===== config.mk =====
export PLATFORM = sky130hd
export DESIGN_NAME = timed_task_scheduler
export DESIGN_NICKNAME = d
export VERILOG_FILES = /design/src/sv/ttsch_pkg.sv /design/src/sv/ttsch_div.sv /design/src/sv/timed_task_scheduler.sv
export SDC_FILE = /design/constraint.sdc
export NUM_CORES = 2
export LEC_CHECK = 0
export BUFFER_PORTS_ARGS = -buffer_cell sky130_fd_sc_hd__buf_2
export CAP_MARGIN = 10
export CORE_MARGIN = 1.5
export CORE_UTILIZATION = 50
export DETAILED_ROUTE_END_ITERATION = 12
export PLACE_DENSITY_LB_ADDON = 0.08
export SLEW_MARGIN = 5
export SYNTH_ARGS = -nofsm -noshare
export SYNTH_HDL_FRONTEND = slang
export SYNTH_HIERARCHICAL = 1
export SYNTH_SLANG_ARGS = --single-unit

===== constraint.sdc =====
create_clock -name i_clk -period 30.6 [get_ports i_clk]
set_clock_uncertainty 0.15 [all_clocks]
set_input_delay 4.59 -clock i_clk [delete_from_list [all_inputs] [get_ports i_clk]]
set_output_delay 4.59 -clock i_clk [all_outputs]
set_load 0.1 [all_outputs]

===== src/sv/ttsch_pkg.sv =====
// types, sizes and codes shared by the timed task scheduler
// no dependencies
`timescale 1ns / 1ps

package ttsch_pkg;

    localparam int CAPACITY = 16;
    localparam int IDX_W    = $clog2(CAPACITY);
    localparam int CNT_W    = $clog2(CAPACITY + 1);
    localparam int TIME_W   = 32;

    typedef enum logic [1:0] {
        OP_REGISTER = 2'd0,
        OP_POLL     = 2'd1,
        OP_CLEAR    = 2'd2
    } t_op;

    typedef enum logic [1:0] {
        ST_IDLE  = 2'd0,
        ST_FIRED = 2'd1,
        ST_EMPTY = 2'd2,
        ST_FULL  = 2'd3
    } t_status;

    typedef struct packed {
        logic [3:0]        handler;
        logic [7:0]        stop_id;
        logic [7:0]        start_id;
        logic [TIME_W-1:0] stop_delay;
        logic [TIME_W-1:0] every;
        logic [TIME_W-1:0] due;
    } t_entry;

    typedef struct packed {
        logic              start;
        logic [TIME_W-1:0] num;
        logic [TIME_W-1:0] den;
    } t_div_req;

    typedef struct packed {
        logic              done;
        logic [TIME_W-1:0] quot;
        logic [TIME_W-1:0] rem;
    } t_div_rsp;

endpackage


===== src/sv/ttsch_div.sv =====
// restoring divider, one quotient bit per cycle
// depends on ttsch_pkg
`timescale 1ns / 1ps

module ttsch_div
    import ttsch_pkg::*;
(
    input  logic     i_clk,
    input  logic     i_rst_n,
    input  t_div_req i_req,
    output t_div_rsp o_rsp
);

    localparam int CW = $clog2(TIME_W + 1);

    logic [TIME_W:0]   r_rem,  n_rem;
    logic [TIME_W-1:0] r_quot, n_quot;
    logic [TIME_W-1:0] r_den,  n_den;
    logic [CW-1:0]     r_cnt,  n_cnt;
    logic              r_done, n_done;
    logic [TIME_W:0]   w_shift;
    logic [TIME_W:0]   w_trial;

    assign w_shift = {r_rem[TIME_W-1:0], r_quot[TIME_W-1]};
    assign w_trial = w_shift - {1'b0, r_den};

    always_comb begin
        n_rem  = r_rem;
        n_quot = r_quot;
        n_den  = r_den;
        n_cnt  = r_cnt;
        n_done = 1'b0;
        if (i_req.start) begin
            n_rem  = '0;
            n_quot = i_req.num;
            n_den  = i_req.den;
            n_cnt  = CW'(TIME_W);
        end else if (r_cnt != '0) begin
            if (!w_trial[TIME_W]) begin
                n_rem  = w_trial;
                n_quot = {r_quot[TIME_W-2:0], 1'b1};
            end else begin
                n_rem  = w_shift;
                n_quot = {r_quot[TIME_W-2:0], 1'b0};
            end
            n_cnt = r_cnt - CW'(1);
            if (r_cnt == CW'(1)) begin
                n_done = 1'b1;
            end
        end
    end

    always_ff @(posedge i_clk) begin
        if (!i_rst_n) begin
            r_cnt  <= '0;
            r_done <= 1'b0;
        end else begin
            r_cnt  <= n_cnt;
            r_done <= n_done;
        end
        r_rem  <= n_rem;
        r_quot <= n_quot;
        r_den  <= n_den;
    end

    assign o_rsp.done = r_done;
    assign o_rsp.quot = r_quot;
    assign o_rsp.rem  = r_rem[TIME_W-1:0];

endmodule


===== src/sv/timed_task_scheduler.sv =====
// timed task scheduler: task table in one memory, scan and update sequencer
// depends on ttsch_pkg, ttsch_div
//
//  channel | direction | tuser     | tdata
//  s       | in        | operation | now_ms, start_time, period, run_length, ids, handler
//  m       | out       | status    | event_id, fired_handler, wait_ms
//
// register, clear and an empty poll go straight to the result; a poll scans every entry
// and then evaluates the earliest, writes a fired periodic task back, through the divider
// when it skips missed periods, and moves each later entry down one place when a
// one-shot task leaves the table. the memory port serializes the scan and the move.
// reset clears the control state, the count and the result valid only; the result register
// holds its item under a stall and the next item waits at the input.
`timescale 1ns / 1ps

module timed_task_scheduler
    import ttsch_pkg::*;
(
    input  logic         i_clk,
    input  logic         i_rst_n,
    input  logic         i_s_tvalid,
    output logic         o_s_tready,
    input  logic [151:0] i_s_tdata,  // now_ms, start_time, period, run_length,
                                     // start_id, stop_id, handler, zero pad
    input  logic [1:0]   i_s_tuser,  // operation
    output logic         o_m_tvalid,
    input  logic         i_m_tready,
    output logic [47:0]  o_m_tdata,  // event_id, fired_handler, wait_ms, zero pad
    output logic [1:0]   o_m_tuser   // status
);

    typedef enum logic [3:0] {
        S_IDLE, S_SCAN, S_EVAL, S_DIV, S_MUL, S_WB, S_SH_RD, S_SH_WR, S_STOP, S_OUT
    } t_state;

    t_state            r_state;
    logic [CNT_W-1:0]  r_count;
    logic [IDX_W-1:0]  r_k;
    logic [IDX_W-1:0]  r_best_idx;
    t_entry            r_best;
    t_entry            r_rdata;
    t_entry            mem [CAPACITY];
    logic [TIME_W-1:0] r_now;
    t_entry            r_in;
    logic [1:0]        r_op;
    t_status           r_status;
    logic [7:0]        r_ev;
    logic [3:0]        r_tgt;
    logic [TIME_W-1:0] r_wait;
    logic [TIME_W-1:0] r_prod;
    logic              r_ov;
    logic [7:0]        r_o_ev;
    logic [3:0]        r_o_tgt;
    logic [TIME_W-1:0] r_o_wait;
    t_status           r_o_status;

    logic [IDX_W-1:0]  w_rd_addr;
    logic              w_we;
    logic [IDX_W-1:0]  w_wr_addr;
    t_entry            w_wr_data;
    t_div_req          w_div_req;
    t_div_rsp          w_div_rsp;
    logic [TIME_W:0]   w_first;
    logic [TIME_W-1:0] w_steps;
    logic [CNT_W-1:0]  w_k1;
    t_entry            w_new;
    t_entry            w_stop;

    ttsch_div u_div (
        .i_clk   (i_clk),
        .i_rst_n (i_rst_n),
        .i_req   (w_div_req),
        .o_rsp   (w_div_rsp)
    );

    assign o_s_tready = (r_state == S_IDLE);
    assign w_first    = {1'b0, r_best.due} + {1'b0, r_best.every};
    assign w_steps    = w_div_rsp.quot + TIME_W'(w_div_rsp.rem != '0);
    assign w_k1       = CNT_W'(r_k) + CNT_W'(1);

    assign w_new.due        = i_s_tdata[63:32];
    assign w_new.every      = i_s_tdata[95:64];
    assign w_new.stop_delay = i_s_tdata[127:96];
    assign w_new.start_id   = i_s_tdata[135:128];
    assign w_new.stop_id    = i_s_tdata[143:136];
    assign w_new.handler    = i_s_tdata[147:144];

    always_comb begin
        w_stop            = '0;
        w_stop.due        = r_now + r_best.stop_delay;
        w_stop.start_id   = r_best.stop_id;
        w_stop.handler    = r_best.handler;
    end

    always_comb begin
        w_rd_addr = '0;
        if (r_state == S_SCAN) begin
            w_rd_addr = w_k1[IDX_W-1:0];
        end else if (r_state == S_SH_RD) begin
            w_rd_addr = w_k1[IDX_W-1:0];
        end
    end

    always_comb begin
        w_we      = 1'b0;
        w_wr_addr = r_count[IDX_W-1:0];
        w_wr_data = r_in;
        case (r_state)
            S_WB: begin
                w_we      = 1'b1;
                w_wr_addr = r_best_idx;
                w_wr_data = r_best;
            end
            S_SH_WR: begin
                w_we      = 1'b1;
                w_wr_addr = r_k;
                w_wr_data = r_rdata;
            end
            S_STOP: begin
                w_we      = (r_best.stop_delay != '0) && (r_count < CNT_W'(CAPACITY));
                w_wr_data = w_stop;
            end
            S_EVAL: begin
                w_we = 1'b0;
            end
            default: begin
                w_we = (r_state == S_OUT) && (r_op == OP_REGISTER)
                       && (r_status == ST_IDLE) && 1'b0;
            end
        endcase
        if (r_state == S_IDLE && i_s_tvalid && i_s_tuser == OP_REGISTER
                && r_count < CNT_W'(CAPACITY)) begin
            w_we      = 1'b1;
            w_wr_data = w_new;
        end
    end

    always_comb begin
        w_div_req       = '0;
        w_div_req.num   = r_now - r_best.due;
        w_div_req.den   = r_best.every;
        w_div_req.start = (r_state == S_EVAL) && (r_best.due <= r_now)
                          && (r_best.every != '0) && !w_first[TIME_W]
                          && ({1'b0, r_now} > w_first)
                          && (w_first > {1'b0, r_best.every});
    end

    always_ff @(posedge i_clk) begin
        r_rdata <= mem[w_rd_addr];
        if (w_we) begin
            mem[w_wr_addr] <= w_wr_data;
        end
    end

    always_ff @(posedge i_clk) begin
        if (!i_rst_n) begin
            r_state <= S_IDLE;
            r_count <= '0;
            r_ov    <= 1'b0;
        end else begin
            if (r_ov && i_m_tready && r_state != S_OUT) begin
                r_ov <= 1'b0;
            end
            case (r_state)
                S_IDLE: begin
                    if (i_s_tvalid) begin
                        r_op     <= i_s_tuser;
                        r_now    <= i_s_tdata[31:0];
                        r_ev     <= '0;
                        r_tgt    <= '0;
                        r_wait   <= '0;
                        r_k      <= '0;
                        case (i_s_tuser)
                            OP_REGISTER: begin
                                r_state <= S_OUT;
                                if (r_count < CNT_W'(CAPACITY)) begin
                                    r_count  <= r_count + CNT_W'(1);
                                    r_status <= ST_IDLE;
                                end else begin
                                    r_status <= ST_FULL;
                                end
                            end
                            OP_POLL: begin
                                if (r_count == '0) begin
                                    r_status <= ST_EMPTY;
                                    r_state  <= S_OUT;
                                end else begin
                                    r_status <= ST_IDLE;
                                    r_state  <= S_SCAN;
                                end
                            end
                            OP_CLEAR: begin
                                r_count  <= '0;
                                r_status <= ST_IDLE;
                                r_state  <= S_OUT;
                            end
                            default: begin
                                r_status <= ST_IDLE;
                                r_state  <= S_OUT;
                            end
                        endcase
                    end
                end
                S_SCAN: begin
                    if (r_k == '0 || r_rdata.due < r_best.due) begin
                        r_best     <= r_rdata;
                        r_best_idx <= r_k;
                    end
                    if (w_k1 == r_count) begin
                        r_state <= S_EVAL;
                    end else begin
                        r_k <= w_k1[IDX_W-1:0];
                    end
                end
                S_EVAL: begin
                    if (r_best.due > r_now) begin
                        r_wait  <= r_best.due - r_now;
                        r_state <= S_OUT;
                    end else begin
                        r_status <= ST_FIRED;
                        r_ev     <= r_best.start_id;
                        r_tgt    <= r_best.handler;
                        if (r_best.every != '0) begin
                            if (w_div_req.start) begin
                                r_state <= S_DIV;
                            end else begin
                                r_best.due <= w_first[TIME_W-1:0];
                                r_state    <= S_WB;
                            end
                        end else begin
                            r_k <= r_best_idx;
                            if (CNT_W'(r_best_idx) + CNT_W'(1) < r_count) begin
                                r_state <= S_SH_RD;
                            end else begin
                                r_count <= r_count - CNT_W'(1);
                                r_state <= S_STOP;
                            end
                        end
                    end
                end
                S_DIV: begin
                    if (w_div_rsp.done) begin
                        r_prod  <= TIME_W'(w_steps * r_best.every);
                        r_state <= S_MUL;
                    end
                end
                S_MUL: begin
                    r_best.due <= r_best.due + r_prod;
                    r_state    <= S_WB;
                end
                S_WB: r_state <= S_STOP;
                S_SH_RD: r_state <= S_SH_WR;
                S_SH_WR: begin
                    r_k <= w_k1[IDX_W-1:0];
                    if (w_k1 + CNT_W'(1) < r_count) begin
                        r_state <= S_SH_RD;
                    end else begin
                        r_count <= r_count - CNT_W'(1);
                        r_state <= S_STOP;
                    end
                end
                S_STOP: begin
                    if (w_we) begin
                        r_count <= r_count + CNT_W'(1);
                    end
                    r_state <= S_OUT;
                end
                S_OUT: begin
                    if (!r_ov || i_m_tready) begin
                        r_ov       <= 1'b1;
                        r_o_status <= r_status;
                        r_o_ev     <= r_ev;
                        r_o_tgt    <= r_tgt;
                        r_o_wait   <= r_wait;
                        r_state    <= S_IDLE;
                    end
                end
                default: r_state <= S_IDLE;
            endcase
        end
    end

    always_ff @(posedge i_clk) begin
        if (r_state == S_IDLE && i_s_tvalid) begin
            r_in <= w_new;
        end
    end

    assign o_m_tvalid = r_ov;
    assign o_m_tuser  = r_o_status;
    assign o_m_tdata  = {4'b0, r_o_wait, r_o_tgt, r_o_ev};

endmodule


==> impl_results.md <==
* # IOs at 210
* Relative slew margins at -2.455%
* Initial Utilization at 50.45%
* Most common cell in the netlist: edfxtp_1
* Hold buffers post-CTS at 0
* Critical path endpoint: r_prod[31]
* Reg2Reg Launch Point: u_div/r_rem[0]
* Async SR Flop Fraction at 0%
* RePlAce Congestion at 0.9575
* Pin slew with the least headroom to its limit at 1.537 ns
* Startpoint Class: flip-flop
* Achievable Freq at 0.09178 GHz
* FF-to-FF End: r_prod[31]
* Final Hold Violating Endpoints at 0
* Final setup vio count at 0
* Chip height at 499.1 um
* HP Class: flip-flop to flip-flop
* Yosys warns at 6
* Largest stage delay, worst path at 0.82 ns
* Worst Path Class, Setup: flip-flop to flip-flop
* Post-DP HPWL at 242.9 mm
* ANT nets after route at 0
* Crit Path Max Fanout at 14
* Post-DR vias/cell at 6.261
* Residual DRC at 0
* Worst setup startpoint: u_div/r_rem[0]
* Largest net degree at the start of global routing at 175
* Min cycle time layout at 10.90 ns
* Flop2flop setup slack at 19.70 ns
* Crit path DAT at 11.33 ns
* CORE AREA at 243900 um^2
* Cells after Synth at 8594
* Clock sinks at 2481
* Req. time, crit path at 31.03 ns
* Via count at 77.07k
* Crit-path slowest cell: xnor2_2
* 1st-pass router iterations at 10
* Violated checks: slew limit
* Root Buffer Master: clkbuf_16
* TNS Setup at 0 ns
* Share of layout cells above drive strength 1 at 16.85%
* Delay-heaviest family, CP: adder cells
* CTS Buf Count at 284
* CP Buf/Inv Count at 2
* #FFs+latches synth at 2481
* Crit end category: flip-flop
* # resized after CTS at 0
* Clk_lat worst skew at 0.96 ns
* Run status: complete, but fails checks
* Final WS setup at 19.70 ns
* DRT iter0 DRCs at 8800
* Initial antenna violation count at 40
* Total routed wirelength at 390.3 mm
* Crit path top cell by count: fa_1
* Area share of the largest cell type after synthesis at 56.52%
* Finished Cell Area at 137500 um^2
* Placement Cell Area at 128400 um^2
* Max clock buf depth at 4
* PortBufs at 201
* Top cells by count, synth: edfxtp_1 (2316), inv_1 (591), nor2_1 (570), nand2_1 (464), ha_1 (428)
* Post-CTS Setup Bufs at 0
* Unique cell type count in the Yosys netlist at 102
* Chip width at 499.1 um
* CTS tree: yes
* Top post-synthesis cells by area: edfxtp_1 (57%), fa_1 (6.7%), mux4_2 (6.4%)
* WL/cell at 31.71 um
* Worst slack, placed at 19.77 ns
* Syn_area_per_cell at 14.32 um^2
* Post-synth top area cell: edfxtp_1
* Placed Cells incl. Taps at 11.77k
* Syn Std Cell Area at 123000 um^2
* Max Cap Viol at 0
* Area overhead of the layout relative to synthesis at 11.76%
* Final cycle utilization of the critical path at 35.61%
* Total track usage at 31.21%
* Fin nets at 9869
* Global-route wire length before repair at 554.2 mm
* Die footprint at 249100 um^2
* Cell depth of the worst flop-to-flop path at 33
* RSZ-0062 raised after global routing: no
* Clock transition at path regs at 0.06 ns
* Sequential element share of the synthesized area at 59.21%
* Max Transition Viols Final at 36
* Post-synth EDFFs at 2316
* Levels on crit path at 33
* Vias in the first global route at 76.58k
* H-tree levels at 5
* Row cnt at 181
* Post-synth top flop: edfxtp_1
* Layout Cells excl Fill at 12.31k
* GR Overflow Total at 0
-- state kept, by name (all words and copies together) (netlist names), 116 cells and up --
name,count
mem,1856
r_best,116
r_in,116
r_rdata,116
-- kinds of logic after synthesis --
group | Yosys count | share of synthesized area (%)
multiplexers | 812 | 10.39
AO/OA/AOI/OAI | 1349 | 7.130
AND/OR/NAND/NOR | 1769 | 6.702
adder cells (fa/ha/maj) | 842 | 11.09
XOR/XNOR | 302 | 2.252
buffers and inverters | 1038 | 3.229
flip-flops | 2481 | 59.21
other | 1 | 0.003048
-- stage by stage --
stage	hold WS (ns)	util [%]
5_1_grt	0.2475	56.36
3_5_place_dp	0.2545	52.65
3_3_place_gp	0.2506	52.65
6_report	0.2439	56.38
2_1_floorplan	0.2503	-
4_1_cts	0.2285	56.30
-- cells in the final DEF (no fill, tap or decap), types with 29 or more instances in the layout --
cell type / netlist / routed
a211oi_1: 59 / 58
a21o_1: 157 / 156
a21oi_1: 340 / 339
a222oi_1: 102 / 102
a22oi_1: 29 / 29
a31oi_1: 62 / 58
and2_1: 102 / 102
and3_1: 46 / 45
buf_2: 19 / 202
buf_4: 6 / 204
clkbuf_1: 372 / 71
clkbuf_16: 0 / 286
clkinv_1: 8 / 40
clkinv_2: 0 / 37
dfxtp_1: 165 / 165
edfxtp_1: 2316 / 2316
fa_1: 414 / 414
ha_1: 428 / 427
inv_1: 591 / 590
mux2_2: 235 / 235
mux2i_1: 227 / 227
mux4_2: 348 / 348
nand2_1: 464 / 461
nand2b_1: 56 / 55
nand3_1: 255 / 255
nand4_1: 57 / 57
nor2_1: 570 / 551
nor2b_1: 40 / 39
nor3_1: 71 / 64
nor4_1: 36 / 35
o21ai_0: 352 / 352
o21bai_1: 31 / 31
xnor2_1: 214 / 209
xor2_1: 75 / 69
-- layer usage --
layer,track usage [%],wire [um],vias to the layer above
li1,-,-,32700
met1,41.86,154800,39870
met2,49.99,183500,3681
met3,5.121,31290,798
met4,14.53,20550,18
met5,0,130,-
-- worst min-delay path by stage --
stage | start | depth (start not counted) | to
floorplan | r_status[0] | 0 | o_m_tuser[0]
global placement | r_status[0] | 0 | o_m_tuser[0]
detailed placement | r_wait[0] | 0 | r_o_wait[0]
CTS | r_rdata[63] | 0 | r_best[63]
global route | r_rdata[63] | 0 | r_best[63]
finish | r_rdata[63] | 0 | r_best[63]
-- worst register-to-register path: cells and delay by family (launching register included) --
family	cells	cell delay [ns]
buffers and inverters	2	0.10
xor gates and xnor gates	2	0.97
AOI/OAI and AO/OA	7	2.18
and+or+nand+nor	11	2.24
adders and majority gates	11	4.65
DFF	1	0.35
-- final cells by class --
type | count | area (um^2)
diodes | 28 | 70.07
clock inverters | 110 | 1107
multi-input cells | 5078 | 46630
well taps | 3202 | 4006
flip-flops and latches | 2481 | 72850
fillers | 19570 | 106400
clock buffers | 385 | 7809
repair buffers | 422 | 2775
inverters | 602 | 2265
Power is not shown: default switching activity piles up to over one toggle a cycle in this logic, so the estimate is an artifact.
